==> src/sv/qpmm_pkg.sv <==
`default_nettype none

package qpmm_pkg;

   // Sample command codes carried in the input tuser
   typedef enum logic [1:0] {
      CMD_NONE   = 2'd0,
      CMD_STOP   = 2'd1,
      CMD_DISARM = 2'd2,
      CMD_ARM    = 2'd3
   } cmd_type;

   // Gain register indexes on the configuration channel
   localparam logic [2:0] REG_PITCH_P = 3'd0;
   localparam logic [2:0] REG_PITCH_I = 3'd1;
   localparam logic [2:0] REG_PITCH_D = 3'd2;
   localparam logic [2:0] REG_ROLL_P  = 3'd3;
   localparam logic [2:0] REG_ROLL_I  = 3'd4;
   localparam logic [2:0] REG_ROLL_D  = 3'd5;
   localparam logic [2:0] REG_YAW_P   = 3'd6;
   localparam logic [2:0] REG_YAW_I   = 3'd7;

   // Gain values after reset
   localparam logic [15:0] RST_PITCH_P = 16'd10;
   localparam logic [31:0] RST_PITCH_I = 32'd16777;
   localparam logic [15:0] RST_PITCH_D = 16'd950;
   localparam logic [15:0] RST_ROLL_P  = 16'd10;
   localparam logic [31:0] RST_ROLL_I  = 32'd83886;
   localparam logic [15:0] RST_ROLL_D  = 16'd1050;
   localparam logic [15:0] RST_YAW_P   = 16'd200;
   localparam logic [31:0] RST_YAW_I   = 32'd167772160;

   // Product issued to the shared multiplier in one step
   typedef enum logic [3:0] {
      MUL_NONE,
      MUL_YAW_I,
      MUL_ROLL_I,
      MUL_YAW_OUT,
      MUL_PITCH_I,
      MUL_YAW_P,
      MUL_PITCH_D,
      MUL_PITCH_P,
      MUL_ROLL_D,
      MUL_ROLL_P
   } mul_sel_type;

   // Motor order in the mixer and in the result
   localparam logic [1:0] MOTOR_FRONT = 2'd0;
   localparam logic [1:0] MOTOR_BACK  = 2'd1;
   localparam logic [1:0] MOTOR_LEFT  = 2'd2;
   localparam logic [1:0] MOTOR_RIGHT = 2'd3;

   // Sequencer step plan
   localparam logic [3:0] STEP_YAW_I   = 4'd0;
   localparam logic [3:0] STEP_ROLL_I  = 4'd1;
   localparam logic [3:0] STEP_YAW_OUT = 4'd2;
   localparam logic [3:0] STEP_PITCH_I = 4'd3;
   localparam logic [3:0] STEP_YAW_P   = 4'd4;
   localparam logic [3:0] STEP_PITCH_D = 4'd5;
   localparam logic [3:0] STEP_PITCH_P = 4'd6;
   localparam logic [3:0] STEP_ROLL_D  = 4'd7;
   localparam logic [3:0] STEP_ROLL_P  = 4'd8;
   localparam logic [3:0] MIX_FIRST    = 4'd10;
   localparam logic [3:0] MIX_LAST     = 4'd13;
   localparam logic [3:0] STEP_LAST    = 4'd14;

   // Controller states
   typedef enum logic [1:0] {
      ST_IDLE,
      ST_RUN,
      ST_HOLD
   } state_type;

   // Commands from the controller to the datapath
   typedef struct packed {
      logic        capture;
      mul_sel_type mul_sel;
      logic        mix_en;
      logic [1:0]  mix_idx;
      logic        commit;
      logic        load_out;
   } dp_cmd_type;

   // Status from the datapath to the controller
   typedef struct packed {
      logic halted;
   } dp_status_type;

endpackage

`default_nettype wire

==> src/sv/qpmm_ctrl.sv <==
`default_nettype none

module qpmm_ctrl (
   input  wire logic                   clock,
   input  wire logic                   reset,
   input  wire logic                   req_tvalid,
   output logic                        req_tready,
   output logic                        rsp_tvalid,
   input  wire logic                   rsp_tready,
   input  wire qpmm_pkg::dp_status_type status,
   output qpmm_pkg::dp_cmd_type        cmd
);

   qpmm_pkg::state_type state_ff, state_in;
   logic [3:0]          step_ff, step_in;
   logic                rsp_valid_ff, rsp_valid_in;
   logic                out_busy;

   assign out_busy   = rsp_valid_ff && !rsp_tready;
   assign req_tready = (state_ff == qpmm_pkg::ST_IDLE);
   assign rsp_tvalid = rsp_valid_ff;

   // Next state and step count
   always_comb begin
      state_in = state_ff;
      step_in  = step_ff;
      case (state_ff)
         qpmm_pkg::ST_IDLE: begin
            step_in = '0;
            if (req_tvalid) begin
               // A halted block skips the computation and reports idle pulses.
               state_in = status.halted ? qpmm_pkg::ST_HOLD : qpmm_pkg::ST_RUN;
            end
         end
         qpmm_pkg::ST_RUN: begin
            step_in = step_ff + 4'd1;
            if (step_ff == qpmm_pkg::STEP_LAST) begin
               state_in = qpmm_pkg::ST_HOLD;
            end
         end
         qpmm_pkg::ST_HOLD: begin
            if (!out_busy) begin
               state_in = qpmm_pkg::ST_IDLE;
            end
         end
         default: begin
            state_in = qpmm_pkg::ST_IDLE;
         end
      endcase
   end

   // Datapath commands
   always_comb begin
      cmd = '0;
      cmd.mul_sel = qpmm_pkg::MUL_NONE;
      case (state_ff)
         qpmm_pkg::ST_IDLE: begin
            cmd.capture = req_tvalid;
         end
         qpmm_pkg::ST_RUN: begin
            case (step_ff)
               qpmm_pkg::STEP_YAW_I:   cmd.mul_sel = qpmm_pkg::MUL_YAW_I;
               qpmm_pkg::STEP_ROLL_I:  cmd.mul_sel = qpmm_pkg::MUL_ROLL_I;
               qpmm_pkg::STEP_YAW_OUT: cmd.mul_sel = qpmm_pkg::MUL_YAW_OUT;
               qpmm_pkg::STEP_PITCH_I: cmd.mul_sel = qpmm_pkg::MUL_PITCH_I;
               qpmm_pkg::STEP_YAW_P:   cmd.mul_sel = qpmm_pkg::MUL_YAW_P;
               qpmm_pkg::STEP_PITCH_D: cmd.mul_sel = qpmm_pkg::MUL_PITCH_D;
               qpmm_pkg::STEP_PITCH_P: cmd.mul_sel = qpmm_pkg::MUL_PITCH_P;
               qpmm_pkg::STEP_ROLL_D:  cmd.mul_sel = qpmm_pkg::MUL_ROLL_D;
               qpmm_pkg::STEP_ROLL_P:  cmd.mul_sel = qpmm_pkg::MUL_ROLL_P;
               default:                cmd.mul_sel = qpmm_pkg::MUL_NONE;
            endcase
            cmd.mix_en  = step_ff inside {[qpmm_pkg::MIX_FIRST:qpmm_pkg::MIX_LAST]};
            cmd.mix_idx = 2'(step_ff - qpmm_pkg::MIX_FIRST);
            cmd.commit  = (step_ff == qpmm_pkg::STEP_LAST);
         end
         qpmm_pkg::ST_HOLD: begin
            cmd.load_out = !out_busy;
         end
         default: begin
            cmd.capture = 1'b0;
         end
      endcase
   end

   // Result valid: set on load, cleared by a transfer
   always_comb begin
      rsp_valid_in = rsp_valid_ff;
      if (cmd.load_out) begin
         rsp_valid_in = 1'b1;
      end else if (rsp_tready) begin
         rsp_valid_in = 1'b0;
      end
   end

   always_ff @(posedge clock) begin
      if (reset) begin
         state_ff     <= qpmm_pkg::ST_IDLE;
         step_ff      <= '0;
         rsp_valid_ff <= 1'b0;
      end else begin
         state_ff     <= state_in;
         step_ff      <= step_in;
         rsp_valid_ff <= rsp_valid_in;
      end
   end

endmodule

`default_nettype wire

==> config.mk <==
export PLATFORM = sky130hd
export DESIGN_NAME = qpmm_ctrl
export DESIGN_NICKNAME = d
export VERILOG_FILES = /design/src/sv/qpmm_pkg.sv /design/src/sv/qpmm_ctrl.sv
export SDC_FILE = /design/constraint.sdc
export NUM_CORES = 1
export LEC_CHECK = 0
export ABC_AREA = 1
export BUFFER_PORTS_ARGS = -buffer_cell sky130_fd_sc_hd__buf_2
export CAP_MARGIN = 15
export CORE_AREA = 2 2 43 45
export CTS_CLUSTER_SIZE = 10
export DETAILED_ROUTE_END_ITERATION = 16
export DIE_AREA = 0 0 45 47
export GPL_ROUTABILITY_DRIVEN = 0
export MAX_ROUTING_LAYER = met4
export PLACE_DENSITY = 0.68
export SETUP_SLACK_MARGIN = 0.3
export SLEW_MARGIN = 10
export SYNTH_ARGS = -nofsm -noshare
export SYNTH_HDL_FRONTEND = slang
export SYNTH_SLANG_ARGS = --single-unit
==> constraint.sdc <==
create_clock -name clock -period 1.52 [get_ports clock]
set_clock_uncertainty 0.05 [all_clocks]
set_input_delay 0 -clock clock [delete_from_list [all_inputs] [get_ports clock]]
set_output_delay 0 -clock clock [all_outputs]
set_load 0.01 [all_outputs]
; ---- Word-level counts from Yosys, hierarchy flattened
; Memories as Yosys holds them, arrays and structs flattened. A register that Yosys moved wholly into a read port is not among the register bits.
; Cells that the tools add are included.
[totals]
word_cells = 35
input_bits = 5
output_inout_bits = 12
mem_count = 1
romBits = 64
reg_bits = 7
[mem_list]
columns = name, depth, width, rd, rd_clocked_by_memory_dff, write_ports, line_no
row1 = (no name shown), 16, 4, 1, 1, 0, qpmm_ctrl.sv:61  ; case (step_ff)
[classes]
reduce_logical = 8
n_mux = 13
n_lt_le_gt_ge = 2
n_addsub = 2
eq_ne = 6
[ops]
columns = op, count
row1 = 2-bit two-way mux, 4
row2 = 4-bit two-way mux, 2
row3 = 8-bit two-way mux, 1
row4 = 4-bit one-hot mux with 2 select lines, 1
row5 = 2-bit != test (second input constant), 3
row6 = 2-bit one-hot mux with 3 select lines, 1
row7 = 4-bit by 1-bit adder with 4-bit output (second input constant), 1
row8 = 4-bit equality test (second input constant), 1
row9 = 4-bit greater-or-equal comparator (second input constant), 1
row10 = 4-bit <= comparator (second input constant), 1
row11 = 1-bit two-way mux, 4
row12 = 2-bit nonzero test, 2
row13 = 3-bit AND reduction, 1
row14 = 2-bit by 1-bit equality test with 1-bit output (second input constant), 1
row15 = 2-bit equality test (second input constant), 1
row16 = 1-bit logical AND, 2
row17 = 1-bit logical NOT, 2
row18 = 2-bit logical NOT, 1
row19 = 2-bit subtractor (second input constant), 1

; ---- Longest topological paths before layout
; Gate-level depths: netlist of run 1.
[logic_depth]
word_depth = 5
ltp_mapped = 11
mapped_depth_nobuf = 11

; ---- Worst setup path after synthesis of run 1
; Ideal clock, no wire load.
[synth_path]
kind = reg-to-reg
start = reg step_ff[1]
end = reg with a tool-made name
arrival_time_ns = 1.497
setup_slack_ns = -0.141
period_less_slack_ns = 1.661
path_buffers = 0
setup_ns = 0.114
path_stages_with_launch = 12
t_required_ns = 1.356
cell_sequence = dfxtp_1 -> inv_1 -> ha_1 -> nand3_1 -> nand2_1 -> inv_1 -> nor2_1 -> inv_1 -> ha_1 -> a21boi_0 -> nand2_1 -> nand2_1
[synth_lines]
columns = element, line_no
row1 = "start, declared", qpmm_ctrl.sv:15  ; logic [3:0] step_ff, step_in;
row2 = "start signal, assigned", qpmm_ctrl.sv:103  ; step_ff <= step_in;

==> results of run 1 <==
## critical path, stage by stage (launching register included)
cell	delay (ps)
dfxtp_4	360
inv_4	40
ha_4	250
nand3_2	50
nand2_2	70
inv_2	50
nor2_4	80
inv_2	50
ha_4	140
a21boi_2	140
nand2_1	70
nand2_1	50
## metrics by stage
step	hold slack (ps)	setup WS (ps)
after global routing	91.94	-68.62
after floorplan	12.70	-33.07
after detailed placement	242.5	-40.74
after global placement	232.0	-21.19
final	54.45	15.58
after CTS	55.82	1.626
## per-layer routing
layer / vias up / part of all wire / GRT usage
li1: 391 / - / -
met1: 335 / 0.44 / 0.2326
met2: 27 / 0.47 / 0.2771
met3: 7 / 0.065 / 0.06154
met4: 0 / 0.021 / 0.08824
met5: - / 0 / -
## timing repair
action / in CTS / in global routing
hold buffers: 3 / 0
endpoints found under the hold margin: 3 / 0
buffers inserted: 3 / 3
setup endpoints to repair: 15 / 18
resized for setup: 12 / 14
pin swaps: 8 / 5
## power groups by stage
stage / clock network [mW] / registers [mW] / logic (mW)
after global routing: 0.219 / 0.314 / 0.199
after detailed placement: 0 / 0.317 / 0.136
after CTS: 0.204 / 0.312 / 0.157
final: 0.207 / 0.312 / 0.181
after global placement: 0 / 0.317 / 0.135
after floorplan: 0 / 0.318 / 0.0868
## layout make-up
class	instances	area [um^2]	share of cell area
sequential	11	235.2	0.2201
tap	17	21.27	0.01991
multi-input combinational	71	486.7	0.4555
timing repair buffer	32	215.2	0.2014
inverter	21	83.83	0.07845
clock buffer	4	26.28	0.02459
## final timing paths
check / from / to / cells after the start
hold reg to reg: rsp_tvalid$_SDFFE_PP0P_ / state_ff[1]$_SDFFE_PP0P_ / 4
setup / recovery: step_ff[0]$_SDFFE_PP0N_ / flip-flop / 11
hold / removal: reset / rsp_tvalid$_SDFFE_PP0P_ / 3
setup reg to reg: step_ff[0]$_SDFFE_PP0N_ / flip-flop / 11
## cell usage after synthesis, drive strengths merged
master	n	area share
nand4	1	0.0091
dfxtp	11	0.32
or2	1	0.0091
nor3	3	0.022
inv	21	0.11
nand3	10	0.073
nor4	1	0.0091
a21oi	3	0.027
nor2	19	0.13
a21boi	1	0.011
ha	6	0.11
nand2	24	0.14
o21a	1	0.011
o21ai	1	0.0073
buf	1	0.011
## layout by cell type, fill, tap and decap left out, drive strengths merged
cell         instances
inv                 21
nand4                1
nand3               10
nor3                 3
nor4                 1
dlygate4sd3          3
buf                 29
or2                  1
a21boi               1
ha                   6
clkbuf               4
a21oi                3
nor2                19
o21a                 1
o21ai                1
nand2               24
dfxtp               11
## kinds of logic after synthesis
family,synth area share
AO/OA/AOI/OAI,0.05637
adder cells (fa/ha/maj),0.1091
buffers and inverters,0.1255
flip-flops,0.3200
AND/OR/NAND/NOR,0.3891
==> impl_metrics.yaml, run 1 <==
clocking:
  insertion_delay_ps: 270
  cts_tree: "done"
  cts_sinks: 11
  clkTransAtPathRegs_ps: 70
  cts_made_buffers: 3
  cts_buffer_depth: 2
  clockRootBuffer: "clkbuf_4"
  htree_levels: 1
die:
  fp.dieH_um: 47
  ioPinCount: 17
  rows: 15
  core_mm2: 0.001652
  die-area_mm2: 0.002115
  die_width_um: 45
  start_util: 0.4167
global_route:
  grt_pass1_vias: 648
  overflow: 0
  antenna_found_initial: 0
  grt_pass1_wl_um: 2766
  grt_max_degree: 10
  grt_usage: 0.1884
pwr:
  power.density_mw_per_mm2: 655.1
  p_sw_uw: 216.6
  p_leak_nw: 0.5213
  p_clk_frac: 0.296
  vdd_ir_drop_max_mv: 0.5875
  total_power_uw: 699.9
  power_frac_seq: 0.446
  intPower_uw: 483.3
  comb_power_share: 0.259
  p_sw_frac: 0.3095
setup_path:
  cp-end-kind: "flip-flop"
  critPathLaunchType: "flip-flop"
  worst-r2r-setup-slack_ps: 20
  critPathMaxFanout: 2
  required_ps: 1640
  worst-setup-path-type: "reg -> reg"
  cp.arrival_ps: 1630
cells_and_area:
  fin_util: 0.6470
  final_cells: 156
  nets: 151
  area_growth_pct: 55.27
  n_antenna_cell: 0
  drive_above_1_share: 0.4892
  stdcell_area_mm2: 0.001069
  fillers: 130
sta:
  period_needed_ps: 1504
  period_share: 0.9897
  setup_viol: 0
  hold_violations: 0
  fin_tns_setup_ps: 0
  fmax_mhz: 664.7
  final_max_slew_viol_count: 0
  rsz0062_at_grt: "yes"
  worst_pin_slew_ps: 254.9
  relSlewSlack: 0.8299
min_path:
  hold_class: "in -> reg"
routing:
  routed_wl_um: 1700
  postRouteAntennaNets: 0
  first_pass_iters: 4
  drtIter0Drc: 14
  vias: 760
  drcViolationCount: 0
  viasPerCell: 4.872
  wire_per_inst_um: 10.90
logic_synthesis:
  ys_ff_latch: 11
  syn-num-nets: 115
  ys_warn_count: 0
  synth_cell_type_count: 20
  ys_seq_area_frac: 0.3200
  synth.avg_cell_area_um2: 6.617
  syn_area_um2: 688.2
  syn_inst: 104
run_status:
  status: "completed"
job:
  maxCapViolCount: 0
placement:
  dp_cells: 143
  port_buffers: 16
  dpl.hpwl_um: 1171
  post_dp_cell_area_um2: 873.3
Note: power is estimated with default switching activity, not from simulation.
==> run 2: changes to the inputs <==
ABC_AREA = not set   (was 1)
PLACE_DENSITY = 0.69   (was 0.68)
==> run 2 against run 1 <==
Compared with the run above: sequential share of layout area is 1.3 points lower; combinational power is 17% lower; final cell count is 14% lower; wire length is 1.4% higher; critical path depth is 2 lower; clock power is 3% lower; worst hold slack worse by 35 ps; first-iteration DRC count is 43% lower; count of clock-buffer cells in the layout stayed put; maximum frequency is 0.55% higher; largest power group unchanged.
==> impl_metrics.yaml, run 2 <==
setup_path:
  rr_startpoint: "step_ff[0]$_SDFFE_PP0N_"
  worst-setup-path-type: "reg -> reg"
  critPathLaunchType: "flip-flop"
  required_ps: 1620
  cp.arrival_ps: 1590
  crit_path_start: "step_ff[0]$_SDFFE_PP0N_"
  cp-end-kind: "flip-flop"
  worst_r2r_path_depth: 9
  worst-r2r-setup-slack_ps: 20
  critPathMaxFanout: 2
clocking:
  insertion_delay_ps: 270
  cts_tree: "done"
  htree_levels: 1
  cts_made_buffers: 3
  clockRootBuffer: "clkbuf_4"
  cts_buffer_depth: 2
  cts_sinks: 11
  clkTransAtPathRegs_ps: 70
routing:
  viasPerCell: 5.067
  postRouteAntennaNets: 0
  wire_per_inst_um: 12.86
  drcViolationCount: 0
  drtIter0Drc: 8
  routed_wl_um: 1723
  vias: 679
  first_pass_iters: 4
logic_synthesis:
  synth_ff_type: "dfxtp_1"
  synthAdderAreaFrac: 0.1064
  ys_warn_count: 0
  syn_inst: 84
  synth_top_area_share: 0.3121
  synth_edf_count: 0
  netlist_top_cells_area: "dfxtp_1, ha_1, nor2b_1, nor2_1, and2_1"
  ys_ff_latch: 11
  synthArstFlopShare: 0
  syn_area_um2: 705.7
  synthMuxAreaShare: 0.01596
  synth_top_cell_by_area: "dfxtp_1"
  synth_compound_area_frac: 0.09397
  synth_cell_type_count: 31
  synth_top_family_by_area: "simple AND/OR/NAND/NOR gates"
  syn-num-nets: 95
  yosysMostFrequentCell: "dfxtp_1"
  synth.avg_cell_area_um2: 8.401
  ys_seq_area_frac: 0.3121
  synth_commonest_cells: "dfxtp_1, nor2_1, nor2b_1"
  yosys.area_share.simple: 0.3493
  synth-xor-area-share: 0.04965
placement:
  dpl.hpwl_um: 1213
  post-place-ws_ps: -71.10
  port_buffers: 16
sta:
  period_needed_ps: 1496
  setup_ws_ps: 23.74
  setup_viol: 0
  period_share: 0.9844
  relSlewSlack: 0.8032
  hold_violations: 0
  fmax_mhz: 668.3
  worst_pin_slew_ps: 293.1
  whs_ps: 18.98
  rsz0062_at_grt: "yes"
  final_max_slew_viol_count: 0
global_route:
  grt_pass1_wl_um: 2787
  grt_pass1_vias: 613
  grt_max_degree: 11
  grt_usage: 0.1975
  antenna_found_initial: 0
  overflow: 0
cells_and_area:
  multi_input_area_um2: 585.6
  fillers: 129
  seqCellArea_um2: 235.2
  drive_above_1_share: 0.5726
  layout_common_cells: "buf_2, buf_4, nor2_1, dfxtp_1, buf_6"
  n_antenna_cell: 0
  nets: 129
  area_growth_pct: 60.64
min_path:
  hold_class: "in -> reg"
pwr:
  vdd_ir_drop_max_mv: 0.4655
  power.density_mw_per_mm2: 577.9
  p_leak_nw: 0.4964
die:
  start_util: 0.4273
  rows: 15
  ioPinCount: 17
  fp.dieH_um: 47
  die-area_mm2: 0.002115
  core_mm2: 0.001652
  die_width_um: 45
run_status:
  status: "completed"
job:
  maxCapViolCount: 0
run 2: cell types whose count changed after synthesis, moves of 5 or more:
cell | previous run | this run
and2_1 | 0 | 5
inv_1 | 18 | 5
nand2_1 | 21 | 5
nand3_1 | 10 | 3
nor2_1 | 15 | 9
nor2b_1 | 0 | 7
run 2: timing repair:
item,4_1_cts,5_1_grt
resized for setup,23,10
setup endpoints to repair,19,18
hold buffers,1,0
hold endpoints to repair,1,0
buffers inserted,3,1
pin swaps,6,3
run 2: critical path, cell delays in order (launching register included):
cell	delay, ps
dfxtp_4	360
inv_4	40
ha_4	260
nand2_4	40
o21ai_2	110
nor2b_4	170
inv_2	50
ha_4	160
nand3_2	50
o211ai_1	90
run 2: cell type report:
class	count	share of cell area
Tap cell	17	0.01876
Clock buffer	4	0.02318
Multi-Input combinational cell	63	0.5166
Timing Repair Buffer	34	0.2130
Inverter	5	0.02097
Sequential cell	11	0.2075
run 2: worst min path at each step:
stage / start / end / slack [ps] / cells after the start
2_1_floorplan: req_tvalid / cmd[9] / 90 / 1
3_3_place_gp: rsp_tready / rsp_tvalid$_SDFFE_PP0P_ / 270 / 3
3_5_place_dp: rsp_tready / rsp_tvalid$_SDFFE_PP0P_ / 270 / 3
4_1_cts: reset / step_ff[2]$_SDFFE_PP0N_ / 10 / 2
5_1_grt: req_tvalid / state_ff[0]$_SDFFE_PP0P_ / 20 / 3
6_report: req_tvalid / state_ff[0]$_SDFFE_PP0P_ / 20 / 3
run 2: kinds of logic (layout without fill, tap and decap cells):
group	Yosys count	count (layout)
AND/OR/NAND/NOR	42	42
flip-flops	11	11
AO/OA/AOI/OAI	10	10
buffers and inverters	10	43
adder cells (fa/ha/maj)	6	6
XOR/XNOR	4	4
multiplexers	1	1
run 2: report_power, final:
part           internal (mW)  switching [mW]
Clock                  0.102          0.0980
Sequential             0.295          0.0102
Combinational         0.0783          0.0717
run 2: per-layer routing:
layer / GRT usage / share of wire / vias to the layer above
li1: - / - / 343
met1: 0.2442 / 0.42 / 316
met2: 0.2971 / 0.51 / 15
met3: 0.05769 / 0.049 / 5
met4: 0.08824 / 0.018 / 0
met5: - / 0 / -
run 2: per-stage QoR:
stage	TNS [ps]	std cells	util	total power, mW	cell area [um^2]
floorplan	-34.49	84	-	0.3813	748.2
global placement	-133.5	125	0.5538	0.4220	914.6
detailed placement	-194.7	125	0.5538	0.4259	914.6
CTS	0	133	0.6523	0.6501	1077
global route	-242.5	134	0.6864	0.6904	1134
finish	0	134	0.6864	0.6551	1134
==> run 3: changes to the inputs <==
SETUP_SLACK_MARGIN = 0.15   (was 0.3)
==> run 3 against run 2 <==
Compared with the run above: maximum frequency shrank 1.3%; design area shrank 8.9%; total power shrank 2.6%; register-to-register slack is essentially flat; sequential power is essentially flat; wire length shrank 9.8%; flip-flop and latch count is the same; largest power group unchanged; combinational power shrank 17%.
==> impl_metrics.yaml, run 3 (synthesis results as in run 2) <==
setup_path:
  cp.arrival_ps: 1470
  worst_r2r_path_depth: 9
  rr_startpoint: "step_ff[0]$_SDFFE_PP0N_"
  critPathLaunchType: "flip-flop"
  cp-end-kind: "output port"
  worst-setup-path-type: "reg -> out"
  required_ps: 1470
  worst-r2r-setup-slack_ps: 10
  critPathMaxFanout: 7
placement:
  dp_cells: 124
  port_buffers: 16
  dpl.hpwl_um: 1186
cells_and_area:
  fin_util: 0.6250
  layout_common_cells: "buf_2, buf_4, nor2_1, dfxtp_1, and2_1"
  n_antenna_cell: 0
  area_growth_pct: 46.28
  layout_commonest_cell: "buf_2"
  fillers: 148
  final_cells: 129
  nets: 124
  drive_above_1_share: 0.5268
pwr:
  p_leak_nw: 0.4496
  vdd_ir_drop_max_mv: 0.4668
  power.density_mw_per_mm2: 618.1
  total_power_uw: 638.1
clocking:
  cts_sinks: 11
  clockRootBuffer: "clkbuf_4"
  insertion_delay_ps: 270
  cts_tree: "done"
  cts_buffer_depth: 2
  cts_made_buffers: 3
  htree_levels: 1
  clkTransAtPathRegs_ps: 70
die:
  fp.dieH_um: 47
  ioPinCount: 17
  core_mm2: 0.001652
  rows: 15
  die-area_mm2: 0.002115
  die_width_um: 45
  start_util: 0.4273
routing:
  routed_wl_um: 1554
  viasPerCell: 5.054
  first_pass_iters: 4
  vias: 652
  wire_per_inst_um: 12.05
  drcViolationCount: 0
  drtIter0Drc: 15
  postRouteAntennaNets: 0
global_route:
  overflow: 0
  grt_pass1_vias: 595
  antenna_found_initial: 0
  grt_pass1_wl_um: 2449
  grt_usage: 0.1678
  grt_max_degree: 12
sta:
  worst_pin_slew_ps: 278.8
  period_share: 0.9972
  rsz0062_at_grt: "yes"
  period_needed_ps: 1516
  relSlewSlack: 0.8128
  whs_ps: 4.736
  hold_violations: 0
  fin_tns_setup_ps: 0
  setup_viol: 0
  fmax_mhz: 659.7
  final_max_slew_viol_count: 0
job:
  maxCapViolCount: 0
min_path:
  hold_path_depth: 2
  holdPathEnd: "step_ff[2]$_SDFFE_PP0N_"
  min_from: "reset"
  hold_class: "in -> reg"
run_status:
  status: "completed"
-- run 3: how the worst max path moves through the flow --
stage,cells after the start,from,slack [ps],end
final,6,step_ff[1]$_SDFFE_PP0N_,4,cmd[4]
after global routing,9,step_ff[0]$_SDFFE_PP0N_,-60,flip-flop
after CTS,9,step_ff[0]$_SDFFE_PP0N_,4,flip-flop
after detailed placement,7,step_ff[0]$_SDFFE_PP0N_,-60,flip-flop
after global placement,7,step_ff[0]$_SDFFE_PP0N_,-70,flip-flop
after floorplan,8,step_ff[0]$_SDFFE_PP0N_,-30,flip-flop
-- run 3: metrics by stage --
| stage | area [um^2] | setup WS [ps] |
|---|---|---|
| 6_report | 1032 | 4.231 |
| 3_5_place_dp | 907.1 | -56.73 |
| 2_1_floorplan | 748.2 | -34.49 |
| 4_1_cts | 1002 | 4.434 |
| 3_3_place_gp | 907.1 | -66.54 |
| 5_1_grt | 1032 | -59.37 |
-- run 3: metal layers --
layer	part of all wire	GRT usage
met5	0	-
met4	0.020	0.08824
met3	0.030	0.02308
met2	0.51	0.2857
met1	0.44	0.1907
-- run 3: power by group --
| part | internal (mW) | switching (mW) |
|---|---|---|
| Clock | 0.102 | 0.102 |
| Sequential | 0.297 | 0.0115 |
| Combinational | 0.0638 | 0.0616 |
-- run 3: final cells by class --
class	count	area [um^2]	area share
clock buffers	4	26.28	0.02545
inverters	5	23.77	0.02303
multi-input cells	63	546.8	0.5297
flip-flops and latches	11	230.2	0.2230
well taps	17	21.27	0.02061
repair buffers	29	183.9	0.1782
-- run 3: repair_timing --
item	CTS	global route
endpoints found under the setup margin	11	13
pin swaps	4	1
hold buffers	1	0
hold endpoints to repair	1	0
setup buffers	0	0
gates resized for setup	13	7
-- run 3: worst max-delay path, stage by stage (launching register included) --
cell and delay, ps:
dfxtp_4 350, buf_4 170, ha_4 170, nor3_2 150
a21oi_1 50, and3_1 160, buf_2 130
